[src/design/smx_pkg.sv]
// Shared types, codes and defaults for the stack machine executor.
package smx_pkg;

  localparam int DATA_WORDS_DEF    = 1024;
  localparam int STACK_DEPTH_DEF   = 1024;
  localparam int PROGRAM_LINES_DEF = 1024;

  localparam int WORD_W      = 32;
  localparam int FUNC_W      = 4;
  localparam int IP_OUT_W    = 10;
  localparam int CNT_OUT_W   = 11;
  localparam int QUEUE_DEPTH = 2;

  localparam logic [FUNC_W-1:0] FN_LD  = 4'd0;
  localparam logic [FUNC_W-1:0] FN_ST  = 4'd1;
  localparam logic [FUNC_W-1:0] FN_LDC = 4'd2;
  localparam logic [FUNC_W-1:0] FN_ADD = 4'd3;
  localparam logic [FUNC_W-1:0] FN_SUB = 4'd4;
  localparam logic [FUNC_W-1:0] FN_CMP = 4'd5;
  localparam logic [FUNC_W-1:0] FN_JMP = 4'd6;
  localparam logic [FUNC_W-1:0] FN_BR  = 4'd7;
  localparam logic [FUNC_W-1:0] FN_RET = 4'd8;

  typedef enum logic [2:0] {
    ST_OK    = 3'd0,
    ST_FEW   = 3'd1,
    ST_ADDR  = 3'd2,
    ST_OVER  = 3'd3,
    ST_EMPTY = 3'd4
  } status_t;

  typedef enum logic [3:0] {
    OP_LD, OP_ST, OP_LDC, OP_ADD, OP_SUB, OP_CMP, OP_JMP, OP_BR, OP_RET, OP_NOP
  } op_t;

  typedef enum logic {
    BK_FETCH,
    BK_EXEC
  } bk_state_t;

  typedef struct packed {
    logic [FUNC_W-1:0]        func;
    logic signed [WORD_W-1:0] operand;
  } in_item_t;

  typedef struct packed {
    logic [IP_OUT_W-1:0]      next_ip;
    logic signed [WORD_W-1:0] top_value;
    logic [CNT_OUT_W-1:0]     stack_depth;
    status_t                  status;
    logic                     halted;
  } out_item_t;

  typedef struct packed {
    op_t               op;
    logic [WORD_W-1:0] operand;
    logic              addr_ok;
    logic              tgt_ok;
  } cmd_t;

endpackage

[src/design/smx_queue.sv]
// Small synchronous FIFO used between front and back end and on the result side.
module smx_queue #(
  parameter type item_t = logic
) (
  input  logic  clk,
  input  logic  rst_n,
  input  logic  push,
  input  item_t wr_data,
  input  logic  pop,
  output item_t rd_data,
  output logic  full,
  output logic  empty
);
  import smx_pkg::*;

  localparam int PTR_W = (QUEUE_DEPTH > 1) ? $clog2(QUEUE_DEPTH) : 1;
  localparam int CNT_W = $clog2(QUEUE_DEPTH + 1);

  item_t             mem_r [QUEUE_DEPTH];
  logic [PTR_W-1:0]  wr_ptr_r, wr_ptr_nxt;
  logic [PTR_W-1:0]  rd_ptr_r, rd_ptr_nxt;
  logic [CNT_W-1:0]  cnt_r, cnt_nxt;
  logic              do_push, do_pop;

  assign full    = (cnt_r == CNT_W'(QUEUE_DEPTH));
  assign empty   = (cnt_r == '0);
  assign do_push = push && !full;
  assign do_pop  = pop && !empty;
  assign rd_data = mem_r[rd_ptr_r];

  always_comb begin
    wr_ptr_nxt = wr_ptr_r;
    rd_ptr_nxt = rd_ptr_r;
    cnt_nxt    = cnt_r;
    if (do_push) begin
      wr_ptr_nxt = (wr_ptr_r == PTR_W'(QUEUE_DEPTH - 1)) ? '0 : PTR_W'(wr_ptr_r + 1'b1);
    end
    if (do_pop) begin
      rd_ptr_nxt = (rd_ptr_r == PTR_W'(QUEUE_DEPTH - 1)) ? '0 : PTR_W'(rd_ptr_r + 1'b1);
    end
    if (do_push && !do_pop) begin
      cnt_nxt = CNT_W'(cnt_r + 1'b1);
    end else if (do_pop && !do_push) begin
      cnt_nxt = CNT_W'(cnt_r - 1'b1);
    end
  end

  always_ff @(posedge clk) begin
    if (!rst_n) begin
      wr_ptr_r <= '0;
      rd_ptr_r <= '0;
      cnt_r    <= '0;
    end else begin
      wr_ptr_r <= wr_ptr_nxt;
      rd_ptr_r <= rd_ptr_nxt;
      cnt_r    <= cnt_nxt;
    end
  end

  always_ff @(posedge clk) begin
    if (do_push) begin
      mem_r[wr_ptr_r] <= wr_data;
    end
  end

endmodule

[config.mk]
export PLATFORM = sky130hd
export DESIGN_NAME = smx_queue
export DESIGN_NICKNAME = d
export VERILOG_FILES = /design/src/design/smx_pkg.sv /design/src/design/smx_queue.sv
export SDC_FILE = /design/constraint.sdc
export NUM_CORES = 1
export LEC_CHECK = 0
export BUFFER_PORTS_ARGS = -buffer_cell sky130_fd_sc_hd__buf_2
export CAP_MARGIN = 20
export CORE_AREA = 10 10 47 49
export DETAILED_ROUTE_END_ITERATION = 8
export DIE_AREA = 0 0 57 59
export MAX_ROUTING_LAYER = met4
export SLEW_MARGIN = 20
export SYNTH_ARGS = -nofsm -noshare
export SYNTH_HDL_FRONTEND = slang
export SYNTH_SLANG_ARGS = --single-unit
export TNS_END_PERCENT = 10
[constraint.sdc]
create_clock -name clk -period 3 [get_ports clk]
set_clock_uncertainty 0.2 [all_clocks]
set_input_delay 0.75 -clock clk [delete_from_list [all_inputs] [get_ports clk]]
set_output_delay 0.75 -clock clk [all_outputs]
set_load 0.1 [all_outputs]
==> run metrics, run 1 <==
drt pass-1 iters=1; Ports=8; final setup fails=0; P&R area growth vs syn=26.6%; # resized after CTS=0; nets@finish=46; first-pass GRT wire length=945 um; FF-to-FF path depth=6; crit-path max FO=5; required time worst endpoint=2.05 ns; antenna violations before repair=0; clock buffer depth=2; final worst-path cycle share=0.750; # rows=14; R2R Path End=cnt_r[1]$_SDFFE_PN0P_; largest net degree at the start of global routing=6; via count=around 220; Distinct cells, synth=19; Mapped Avg Cell Area=between 10 and 15 sq um; clk sinks=7; DRT antenna net count=0; TNS Setup=0 ns; Final Hold Violating Endpoints=0; TritonCTS clock tree=built; synthesized area=305 sq um; vias in the first global route=234; Core ar.=about 1400 sq um; ratio of cells with drive above 1 in the final layout=0.333; GRT Total Usage=0.0392; Die Width=approximately 57 um; Hold WC Path Type=flop to flop; postcts setup bufs=0; HP Start=cnt_r[1]$_SDFFE_PN0P_; H-tree levels=1; crit end category=output port; worst reg-to-reg setup slack=around 1.2 ns; startpoint types=flop; syn nets=34; Max Cap Viol=0; clk root buf=clkbuf_4; cells after synthesis=28; Setup CP Type=flop to output port; most frequent cells in the layout=buf_2 (7), dfxtp_1 (5), and2_1 (3), clkbuf_4 (3); min Tclk post-route=2.25 ns; Ys Warns=0; WHS=0.324 ns; FF-to-FF Start=cnt_r[0]$_SDFFE_PN0P_; flops & latches, synth=7; CTS Hold Buffers Added=0; CP arrival=1.30 ns; Slew headroom=0.678; Die Y=between 50 and 60 um; fmax=444 MHz; final core utilization=0.276; Initial Util=0.218; port buffer count=7; Pins Over Slew Limit=0; antenna cell count=0; Filler Cell Count=161; DR iter-0 viols=0; routability congestion estimate=0.736; worst skew pair latency=0.24 ns; overflow left after global routing=0; drt wl/cell=9.93 um; status=finished, final reports clean; placed inst area=360 sq um; worst slew pin tran=0.487 ns; commonest non-fill, non-tap cell in the layout=buf_2; RSZ-0062 raised after global routing=no; routed vias/inst=3.91; post-synthesis sequential area ratio=0.525; # DRC=0; Hold Path End=cnt_r[1]$_SDFFE_PN0P_; Die ar.=approximately 3400 sq um; Finished Cell Area=387 sq um; Hold Path Stages=2; Clk pin slew, worst setup/hold paths=around 0.050 ns; CTS Buf Count=3; Post-Route WL=roughly 550 um
[synth_stat cells, drive strengths merged]
cell    n  area, sq um
nor3    1         10.0
o21ai   2         10.0
and3    1         6.26
and2    3         18.8
nor2    2         7.51
o21a    1         7.51
edfxtp  2         60.1
nand2b  1         6.26
xnor2   2         17.5
ha      1         12.5
xor2    1         8.76
a21boi  2         15.0
inv     2         7.50
mux2    1         11.3
dfxtp   5          100
or3     1         6.26
[per-layer routing]
metal / vias to the layer above / global-route usage / share of wire
met4: 0 / 0 / 0
met2: 5 / 0.0543 / 0.44
met3: 0 / 0.0536 / 0.12
li1: 118 / - / -
met1: 92 / 0.0334 / 0.44
met5: - / - / 0
[final cells by class]
| cell class | count | area [sq um] | area share |
|---|---|---|---|
| timing repair buffer | 7 | 35.0 | 0.0906 |
| sequential | 7 | 160 | 0.414 |
| multi-input combinational | 19 | 138 | 0.356 |
| clock buffer | 4 | 26.3 | 0.0680 |
| tap | 16 | 20.0 | 0.0518 |
| inverter | 2 | 7.51 | 0.0194 |
[cell families after synthesis]
group / Yosys count / synth area share
simple gates: 9 / 0.180
flops: 7 / 0.525
compound gates: 5 / 0.107
xor+xnor: 3 / 0.0861
buf+inv: 2 / 0.0246
mux: 1 / 0.0369
fa+ha+maj: 1 / 0.0410
[per-stage QoR]
stage,cells,worst slack [ns]
floorplan,28,0.456
global placement,51,0.963
detailed placement,51,0.945
CTS,55,0.731
global route,55,0.664
finish,55,0.750
[worst max-delay path by stage]
stage	startpoint	endpoint	slack (ns)	cells after the start
3_5_place_dp	push	cnt_r[1]$_SDFFE_PN0P_	0.94	6
5_1_grt	cnt_r[0]$_SDFFE_PN0P_	full	0.66	3
2_1_floorplan	cnt_r[0]$_SDFFE_PN0P_	empty	0.46	1
3_3_place_gp	push	cnt_r[1]$_SDFFE_PN0P_	0.96	6
6_report	cnt_r[0]$_SDFFE_PN0P_	full	0.75	3
4_1_cts	cnt_r[0]$_SDFFE_PN0P_	full	0.73	3
[worst max-delay path, stage by stage, from the launching register on]
cell and delay, ns:
dfxtp_1 0.36, nand2b_1 0.20, inv_2 0.08, buf_2 0.42
Power of run 1 is left out: the tool's default activity adds up to more than one toggle a clock period on the data nets, which glitch-free logic cannot reach.
==> inputs of run 2 (changes only) <==
==> constraint.sdc (replaced) <==
create_clock -name clk -period 2.22 [get_ports clk]
set_clock_uncertainty 0.2 [all_clocks]
set_input_delay 0.555 -clock clk [delete_from_list [all_inputs] [get_ports clk]]
set_output_delay 0.555 -clock clk [all_outputs]
set_load 0.1 [all_outputs]
==> run 2 against run 1 <==
Effect of this change:
- non-clock buffer count unchanged
- via count up 11%
- worst hold slack worse by 0.019 ns
- critical path type unchanged
- register-to-register slack worse by 0.79 ns
- first-iteration DRC count unchanged
- design area up 0.65%
==> run metrics, run 2 (synthesis results as in run 1) <==
HP Start=wr_data; Hold Path End=mem_r[1]$_DFFE_PP_; Ports=8; Slew headroom=0.676; GRT Total Usage=0.0415; nets@finish=46; RSZ-0062 raised after global routing=no; drt wl/cell=10.2 um; P&R area growth vs syn=27.5%; ratio of cells with drive above 1 in the final layout=0.359; vias in the first global route=267; Initial Util=0.218; Max Cap Viol=0; TritonCTS clock tree=built; Post-Route WL=561 um; crit-path max FO=5; final core utilization=0.278; fmax=484 MHz; Finished Cell Area=approximately 400 sq um; Setup CP Type=flop to output port; clk sinks=7; routed vias/inst=4.33; CTS Hold Buffers Added=0; # resized after CTS=0; antenna cell count=0; required time worst endpoint=1.46 ns; DR iter-0 viols=0; clk root buf=clkbuf_4; clock buffer depth=2; CP Launch Point=cnt_r[0]$_SDFFE_PN0P_; most frequent cells in the layout=buf_2 (7), dfxtp_1 (5), and2_1 (3), clkbuf_4 (3); final setup fails=0; CTS Buf Count=3; final worst-path cycle share=0.931; status=finished, final reports clean; via count=238; worst reg-to-reg setup slack=0.42 ns; postcts setup bufs=0; antenna violations before repair=0; port buffer count=7; worst path cell trace=nand2b_1, inv_2, buf_2; # DRC=0; commonest non-fill, non-tap cell in the layout=buf_2; WP buf/inv=2; delay-heaviest family, CP=buffers and inverters; Clk pin slew, worst setup/hold paths=0.05 ns; overflow left after global routing=0; Hold Path Stages=1; first-pass GRT wire length=between 1000 and 1500 um; worst slew pin tran=approximately 0.49 ns; DRT antenna net count=0; Final Hold Violating Endpoints=0; H-tree levels=1; Die ar.=3360 sq um; Pins Over Slew Limit=0; min Tclk post-route=slightly above 2 ns; slowest CP cell=buf_2; Die Y=59 um; drt pass-1 iters=1; FF-to-FF path depth=6; Hold WC Path Type=input pin to flop; Core ar.=1400 sq um; routability congestion estimate=0.644; worst skew pair latency=around 0.25 ns; placed inst area=363 sq um; FF-to-FF Start=cnt_r[0]$_SDFFE_PN0P_; # rows=14; Die Width=~57 um; R2R Path End=cnt_r[1]$_SDFFE_PN0P_; TNS Setup=0 ns; largest net degree at the start of global routing=6; startpoint types=flop; CP arrival=1.31 ns; Largest stage delay, worst path=0.42 ns; crit end category=output port
## run 2: cell counts in the layout (fill, tap and decap cells not counted)
Identical to the previous run, type by type.
## run 2: metrics by stage
stage                     hold WS [ns]  setup WS (ns)  cells
after floorplan                  0.294          0.204     28
after global placement           0.324          0.373     51
after detailed placement         0.332          0.345     51
after CTS                        0.297          0.135     55
after global routing             0.296         0.0886     55
final                            0.304          0.153     55
## run 2: layer usage
metal | routed length [um] | vias up | global-route usage
li1 | - | 119 | -
met4 | 14 | 0 | 0.0403
met3 | 59 | 4 | 0.0300
met2 | 262 | 6 | 0.0605
met1 | 225 | 109 | 0.0336
met5 | 0 | - | -
## run 2: final cells by class
class                      instances  area (sq um)
fill                             167          1010
sequential                         7           160
multi-input combinational         19           140
timing repair buffer               7          35.0
clock buffer                       4          26.3
tap                               16          20.0
inverter                           2          7.51
## run 2: worst max path at each step
stage	to	slack, ns	cells after the start
detailed placement	cnt_r[1]$_SDFFE_PN0P_	0.34	6
global route	full	0.09	3
floorplan	cnt_r[1]$_SDFFE_PN0P_	0.20	6
CTS	full	0.13	3
finish	full	0.15	3
global placement	cnt_r[1]$_SDFFE_PN0P_	0.37	6
## run 2: worst register-to-register path, delay by kind of cell, from the launching register on
kind,cells,cell delay [ns]
AOI/OAI and AO/OA,1,0.14
buffers and inverters,1,0.06
and+or+nand+nor,3,0.65
DFF,1,0.42
adders and majority gates,1,0.27
Power of run 2 is left out for the same reason.
