===== src/design/smx_pkg.sv =====
// Shared types, codes and defaults for the stack machine executor.
package smx_pkg;

  localparam int DATA_WORDS_DEF    = 1024;
  localparam int STACK_DEPTH_DEF   = 1024;
  localparam int PROGRAM_LINES_DEF = 1024;

  localparam int WORD_W      = 32;
  localparam int FUNC_W      = 4;
  localparam int IP_OUT_W    = 10;
  localparam int CNT_OUT_W   = 11;
  localparam int QUEUE_DEPTH = 2;

  localparam logic [FUNC_W-1:0] FN_LD  = 4'd0;
  localparam logic [FUNC_W-1:0] FN_ST  = 4'd1;
  localparam logic [FUNC_W-1:0] FN_LDC = 4'd2;
  localparam logic [FUNC_W-1:0] FN_ADD = 4'd3;
  localparam logic [FUNC_W-1:0] FN_SUB = 4'd4;
  localparam logic [FUNC_W-1:0] FN_CMP = 4'd5;
  localparam logic [FUNC_W-1:0] FN_JMP = 4'd6;
  localparam logic [FUNC_W-1:0] FN_BR  = 4'd7;
  localparam logic [FUNC_W-1:0] FN_RET = 4'd8;

  typedef enum logic [2:0] {
    ST_OK    = 3'd0,
    ST_FEW   = 3'd1,
    ST_ADDR  = 3'd2,
    ST_OVER  = 3'd3,
    ST_EMPTY = 3'd4
  } status_t;

  typedef enum logic [3:0] {
    OP_LD, OP_ST, OP_LDC, OP_ADD, OP_SUB, OP_CMP, OP_JMP, OP_BR, OP_RET, OP_NOP
  } op_t;

  typedef enum logic {
    BK_FETCH,
    BK_EXEC
  } bk_state_t;

  typedef struct packed {
    logic [FUNC_W-1:0]        func;
    logic signed [WORD_W-1:0] operand;
  } in_item_t;

  typedef struct packed {
    logic [IP_OUT_W-1:0]      next_ip;
    logic signed [WORD_W-1:0] top_value;
    logic [CNT_OUT_W-1:0]     stack_depth;
    status_t                  status;
    logic                     halted;
  } out_item_t;

  typedef struct packed {
    op_t               op;
    logic [WORD_W-1:0] operand;
    logic              addr_ok;
    logic              tgt_ok;
  } cmd_t;

endpackage


===== src/design/smx_front.sv =====
// Front end: input handshake, opcode decode and range checks.
module smx_front #(
  parameter int DATA_WORDS    = smx_pkg::DATA_WORDS_DEF,
  parameter int PROGRAM_LINES = smx_pkg::PROGRAM_LINES_DEF
) (
  input  logic             in_push,
  output logic             in_full,
  input  smx_pkg::in_item_t in_data,
  input  logic             cq_full,
  output logic             cq_push,
  output smx_pkg::cmd_t    cq_data
);
  import smx_pkg::*;

  op_t op;

  assign in_full = cq_full;
  assign cq_push = in_push && !cq_full;

  always_comb begin
    unique case (in_data.func)
      FN_LD:   op = OP_LD;
      FN_ST:   op = OP_ST;
      FN_LDC:  op = OP_LDC;
      FN_ADD:  op = OP_ADD;
      FN_SUB:  op = OP_SUB;
      FN_CMP:  op = OP_CMP;
      FN_JMP:  op = OP_JMP;
      FN_BR:   op = OP_BR;
      FN_RET:  op = OP_RET;
      default: op = OP_NOP;
    endcase
  end

  always_comb begin
    cq_data.op      = op;
    cq_data.operand = in_data.operand;
    cq_data.addr_ok = ($unsigned(in_data.operand) < WORD_W'(DATA_WORDS));
    cq_data.tgt_ok  = ($unsigned(in_data.operand) < WORD_W'(PROGRAM_LINES));
  end

endmodule


===== config.mk =====
export PLATFORM = sky130hd
export DESIGN_NAME = smx_front
export DESIGN_NICKNAME = d
export VERILOG_FILES = /design/src/design/smx_pkg.sv /design/src/design/smx_front.sv
export SDC_FILE = /design/constraint.sdc
export NUM_CORES = 1
export LEC_CHECK = 0
export CAP_MARGIN = 20
export CORE_AREA = 3 3 40 42
export DETAILED_ROUTE_END_ITERATION = 6
export DIE_AREA = 0 0 43 45
export DONT_BUFFER_PORTS = 1
export GPL_ROUTABILITY_DRIVEN = 0
export PLACE_DENSITY = 0.42
export SLEW_MARGIN = 5
export SYNTH_ARGS = -nofsm -noshare
export SYNTH_HDL_FRONTEND = slang
export SYNTH_SLANG_ARGS = --single-unit
export TNS_END_PERCENT = 1

===== constraint.sdc =====
create_clock -name vclk -period 1.2
set_input_delay 0.18 -clock vclk [all_inputs]
set_output_delay 0.18 -clock vclk [all_outputs]
set_load 0.03 [all_outputs]

==> qor.yml, run 1 <==
floorplanning:
  ios: 78
  die_w_um: 43
  die_y_um: 45
  dieArea_sq_um: 1935
  coreArea_sq_um: 1285
  rows: 13
  start_util: 0.2678
global_route:
  grt_pass1_vias: 146
  grt_util_all_layers: 0.03814
  grt_util_met1: 0.02857
  antenna_found_initial: 0
  met2_usage: 0.06886
  grt-busiest-layer: "met2"
  grt_max_degree: 5
  met3_usage: 0.02789
  grt_remaining_overflow: 0
  grt_pass1_wl_um: 586
sta:
  timing.final.crit_share: 1.117
  maxSlewHeadroom: 0.7868
  setup_violations: 2
  setup_slack_ns: -0.1407
  fmax_mhz: 745.9
  slew_viol_final: 0
  hold_viol_final: 0
  finalCriticalPeriod_ns: 1.341
  rsz0062_at_grt: "true"
  tightest_slew_ns: 0.3212
  finalSetupTns_ns: -0.2814
detailed_routing:
  wl_um: 537
  drt-initial-drc-count: 0
  post_drt_wl_per_cell_um: 17.32
  drc_errors: 0
  firstDrtPassIters: 1
  drtAntennaViolNets: 0
  vias_per_cell: 4.903
  vias: 152
cts:
  hold_buffers: 0
  cts_setup_buffers: 0
pwr:
  p_leak_nw: 0.04330
  p_total_w: 0.00003623
  ir_drop_mv: 0.03624
  p_per_area_nw_per_um2: 216.1
setup_path:
  worstPathArrival_ns: 1.16
  start_kind: "input pin"
  cp_top_family: "simple AND/OR/NAND/NOR gates"
  cp_max_fo: 2
  critPathMaxStageDelay_ns: 0.53
  worst_ep_required_time_ns: 1.02
  critPathKind: "input pin to output port"
  crit_chain: "or4_4 > nor4_4 > buf_12"
  slowest_stage: "or4_4"
  crit_buf_inv: 1
  cp-end-kind: "output port"
finish:
  fill_cells: 147
  area_growth_pct: -51.27
  nNetsFinal: 56
  seq_area_sq_um: 0
  multiInputGateArea_sq_um: 106.4
  num_antenna_cells: 0
  layout-drive-gt1-share: 0.5000
  nClkBuffers: 0
  layout_common_cells: "nor2b_1 (3), buf_4 (3), nor4_2 (2), nor4_1 (2)"
  flops_and_latches: 0
place:
  io_buffers: 0
  dpl.hpwl_um: 489
synthesis:
  yosys_warnings: 0
  yosysUniqueCellTypes: 8
  syn_avg_cell_area_sq_um: 7.321
  synth.yosys.seq_area_share: 0
  synth.cell_area_sq_um: 344.1
  syn_inst: 47
  syn-num-nets: 85
worst_hold_path:
  hp-class: "input pin to output port"
status:
  status: "finished, violations left"
  violations: "negative setup slack"
run:
  maxCapViolCount: 0
==> what timing repair did <==
action	CTS	global route
setup endpoints to repair	2	2
endpoints found under the hold margin	0	0
pin swaps	0	1
resized for setup	1	2
==> cells in the mapped netlist <==
| cell type | count | area (sq um) |
|---|---|---|
| nand2b_1 | 1 | 6.260 |
| nor4_2 | 1 | 12.51 |
| buf_4 | 35 | 262.8 |
| or4_1 | 1 | 7.510 |
| o21ai_0 | 1 | 5.000 |
| nand4_1 | 1 | 6.260 |
| nor4_1 | 4 | 25.02 |
| nor2b_1 | 3 | 18.77 |
==> routing by layer <==
layer	part of all wire	vias up	wire length (um)
met1	0.18	57	95
li1	-	59	-
met2	0.47	34	252
met4	0.0093	0	5
met5	0	-	0
met3	0.34	2	184
==> path summary, 6_finish.rpt <==
kind,from,end,slack [ns],cells past startpoint
setup / recovery,in_data[25],cq_data[0],-0.14,3
hold / removal,in_data[5],cq_data[7],0.36,0
==> metrics by stage <==
stage,instance area (sq um),utilization,hold WS (ns),instances,setup WS [ns]
floorplan,352.8,-,0.4095,47,-0.4495
global placement,151.4,0.1178,0.3602,31,-0.1908
detailed placement,151.4,0.1178,0.3602,31,-0.1991
CTS,155.1,0.1207,0.3602,31,-0.1524
global route,167.7,0.1305,0.3600,31,-0.1617
finish,167.7,0.1305,0.3600,31,-0.1407
==> cells by family (layout without fill, tap and decap cells) <==
logic type      count (synthesis)  count (layout)  synth area share
buf+inv                        35               4            0.7636
compound gates                  1               1           0.01453
simple gates                   11              11            0.2218
==> final cells by class <==
class	instances	area share
Multi-Input combinational cell	12	0.6343
Timing Repair Buffer	4	0.2537
Tap cell	15	0.1119
==> power by group <==
group	total [W]	internal, W	switching [W]	leakage, nW
registers	0	0	0	0
clock network	0	0	0	0
logic	0.0000362	0.0000148	0.0000214	0.0433
total	0.0000362	0.0000148	0.0000214	0.0433
(Power assumes the default switching activity.)
==> run 2: changes to the inputs <==
ABC_AREA = 1   (was unset)
PLACE_DENSITY = 0.45   (was 0.42)
==> run 2 against run 1 <==
The run now ends clean. Cell count is 52% higher. Combinational power is 17% higher. First-iteration DRC count unchanged. Worst hold slack unchanged. Global-route usage up 0.50 points. Synthesized area increased by 9.5%. Flip-flop and latch count unchanged. Routed wire length increased by 3.4%. Setup slack better by 0.31 ns. Non-clock buffer count unchanged. Utilization increased by 0.97 points. Via count grew 41%. Critical path type unchanged. Critical endpoint unchanged. Largest cell class unchanged. Highest routed layer unchanged.
==> qor.yml, run 2 <==
status:
  status: "finished, final reports clean"
pwr:
  p_leak_nw: 0.08033
  p_sw_frac: 0.6328
  p_per_area_nw_per_um2: 235.4
  internal-power_w: 0.00001558
  p_comb_frac: 1.000
  ir_drop_mv: 0.03031
  p_clk_frac: 0
  p_sw_w: 0.00002684
  seq_power_share: 0
global_route:
  grt_remaining_overflow: 0
  grt_max_degree: 5
  grt_pass1_vias: 196
  grt_util_all_layers: 0.04312
  grt_pass1_wl_um: 669
  antenna_found_initial: 0
sta:
  hold_viol_final: 0
  setup_slack_ns: 0.1656
  setup_violations: 0
  fmax_mhz: 966.7
  timing.final.crit_share: 0.8620
  finalCriticalPeriod_ns: 1.034
  slew_viol_final: 0
  maxSlewHeadroom: 0.8083
  tightest_slew_ns: 0.2869
  rsz0062_at_grt: "false"
  finalSetupTns_ns: 0
setup_path:
  cp-end-kind: "output port"
  worst_ep_required_time_ns: 1.02
  crit_buf_inv: 1
  worstPathArrival_ns: 0.85
  cp_max_fo: 2
  critPathKind: "input pin to output port"
  critPathMaxStageDelay_ns: 0.20
  crit_chain: "or2_1 > nor2_1 > nand2_1 > nor2_4 > buf_12"
  cp_top_family: "simple AND/OR/NAND/NOR gates"
  slowest_stage: "or2_1"
  start_kind: "input pin"
finish:
  design_area_sq_um: 180.2
  area_growth_pct: -52.16
  fill_cells: 153
  final_common_cell: "nor2_1"
  nNetsFinal: 72
  layout-drive-gt1-share: 0.1563
  num_antenna_cells: 0
  flops_and_latches: 0
  layout_common_cells: "nor2_1 (15), nand2_1 (5), inv_1 (4)"
  nClkBuffers: 0
  seq_area_sq_um: 0
synthesis:
  synth_top_area_frac: 0.6977
  yosys_warnings: 0
  synth.cell_area_sq_um: 376.6
  syn_avg_cell_area_sq_um: 5.978
  synthTopCellsByArea: "buf_4 (70%), nor2_1 (15%), nand2_1 (5.0%), inv_1 (4.0%), nand4_1 (1.7%)"
  synth_most_common_cell: "buf_4"
  ys_top_cells_by_count: "buf_4 (35), nor2_1 (15), nand2_1 (5)"
  syn_inst: 63
  syn-num-nets: 101
  synth_top_area_cell: "buf_4"
  yosysUniqueCellTypes: 8
  synth.yosys.seq_area_share: 0
detailed_routing:
  drt-initial-drc-count: 0
  vias_per_cell: 4.574
  wl_um: 555
  vias: 215
  drtAntennaViolNets: 0
  firstDrtPassIters: 1
  drc_errors: 0
  post_drt_wl_per_cell_um: 11.81
cts:
  cts_resized: 0
  cts_setup_buffers: 0
  hold_buffers: 0
floorplanning:
  rows: 13
  dieArea_sq_um: 1935
  coreArea_sq_um: 1285
  start_util: 0.2931
  die_y_um: 45
  ios: 78
  die_w_um: 43
place:
  placed_cell_area_sq_um: 180.2
  dpl.hpwl_um: 508.5
  io_buffers: 0
  place_ws_ns: 0.1390
worst_hold_path:
  hp-class: "input pin to output port"
run:
  maxCapViolCount: 0
## run 2: cell count changes after synthesis
cell | before | now
nor2b_1 | 3 | 0
inv_1 | 0 | 4
nor4_1 | 4 | 0
or2_1 | 0 | 1
nor4_2 | 1 | 0
nor2_2 | 0 | 1
nor2_1 | 0 | 15
nand2b_1 | 1 | 0
nand2_1 | 0 | 5
or4_1 | 1 | 0
## run 2: power groups by stage
stage          clock network (W)  registers (W)  logic (W)
5_1_grt                        0              0  0.0000466
4_1_cts                        0              0  0.0000432
6_report                       0              0  0.0000424
2_1_floorplan                  0              0   0.000244
3_3_place_gp                   0              0  0.0000422
3_5_place_dp                   0              0  0.0000431
## run 2: kinds of logic after synthesis
| group | Yosys count | synth area share |
|---|---|---|
| compound gates | 1 | 0.01328 |
| simple gates | 23 | 0.2492 |
| buf+inv | 39 | 0.7375 |
## run 2: layout make-up
type / instances / area [sq um] / area share
Timing Repair Buffer: 4 / 42.54 / 0.2361
Multi-Input combinational cell: 24 / 103.9 / 0.5764
Inverter: 4 / 15.01 / 0.08333
Tap cell: 15 / 18.77 / 0.1042
## run 2: stage by stage
stage	hold WS, ns	util	power [W]	instances
global route	0.3600	0.1402	0.00004662	47
CTS	0.3602	0.1402	0.00004324	47
finish	0.3600	0.1402	0.00004242	47
global placement	0.3602	0.1402	0.00004217	47
detailed placement	0.3602	0.1402	0.00004314	47
floorplan	0.4718	-	0.0002445	63
## run 2: worst paths after layout
path | slack (ns) | endpoint | start | depth (start not counted)
worst max-delay path | 0.17 | cq_data[0] | in_data[29] | 5
worst min-delay path | 0.36 | cq_data[5] | in_data[3] | 0
## run 2: routing by layer
layer / global-route usage / part of all wire / vias up
met2: 0.08383 / 0.46 / 44
met5: 0 / 0 / -
met4: 0.03012 / 0.022 / 0
met1: 0.03810 / 0.23 / 78
li1: - / - / 91
met3: 0.01195 / 0.29 / 2
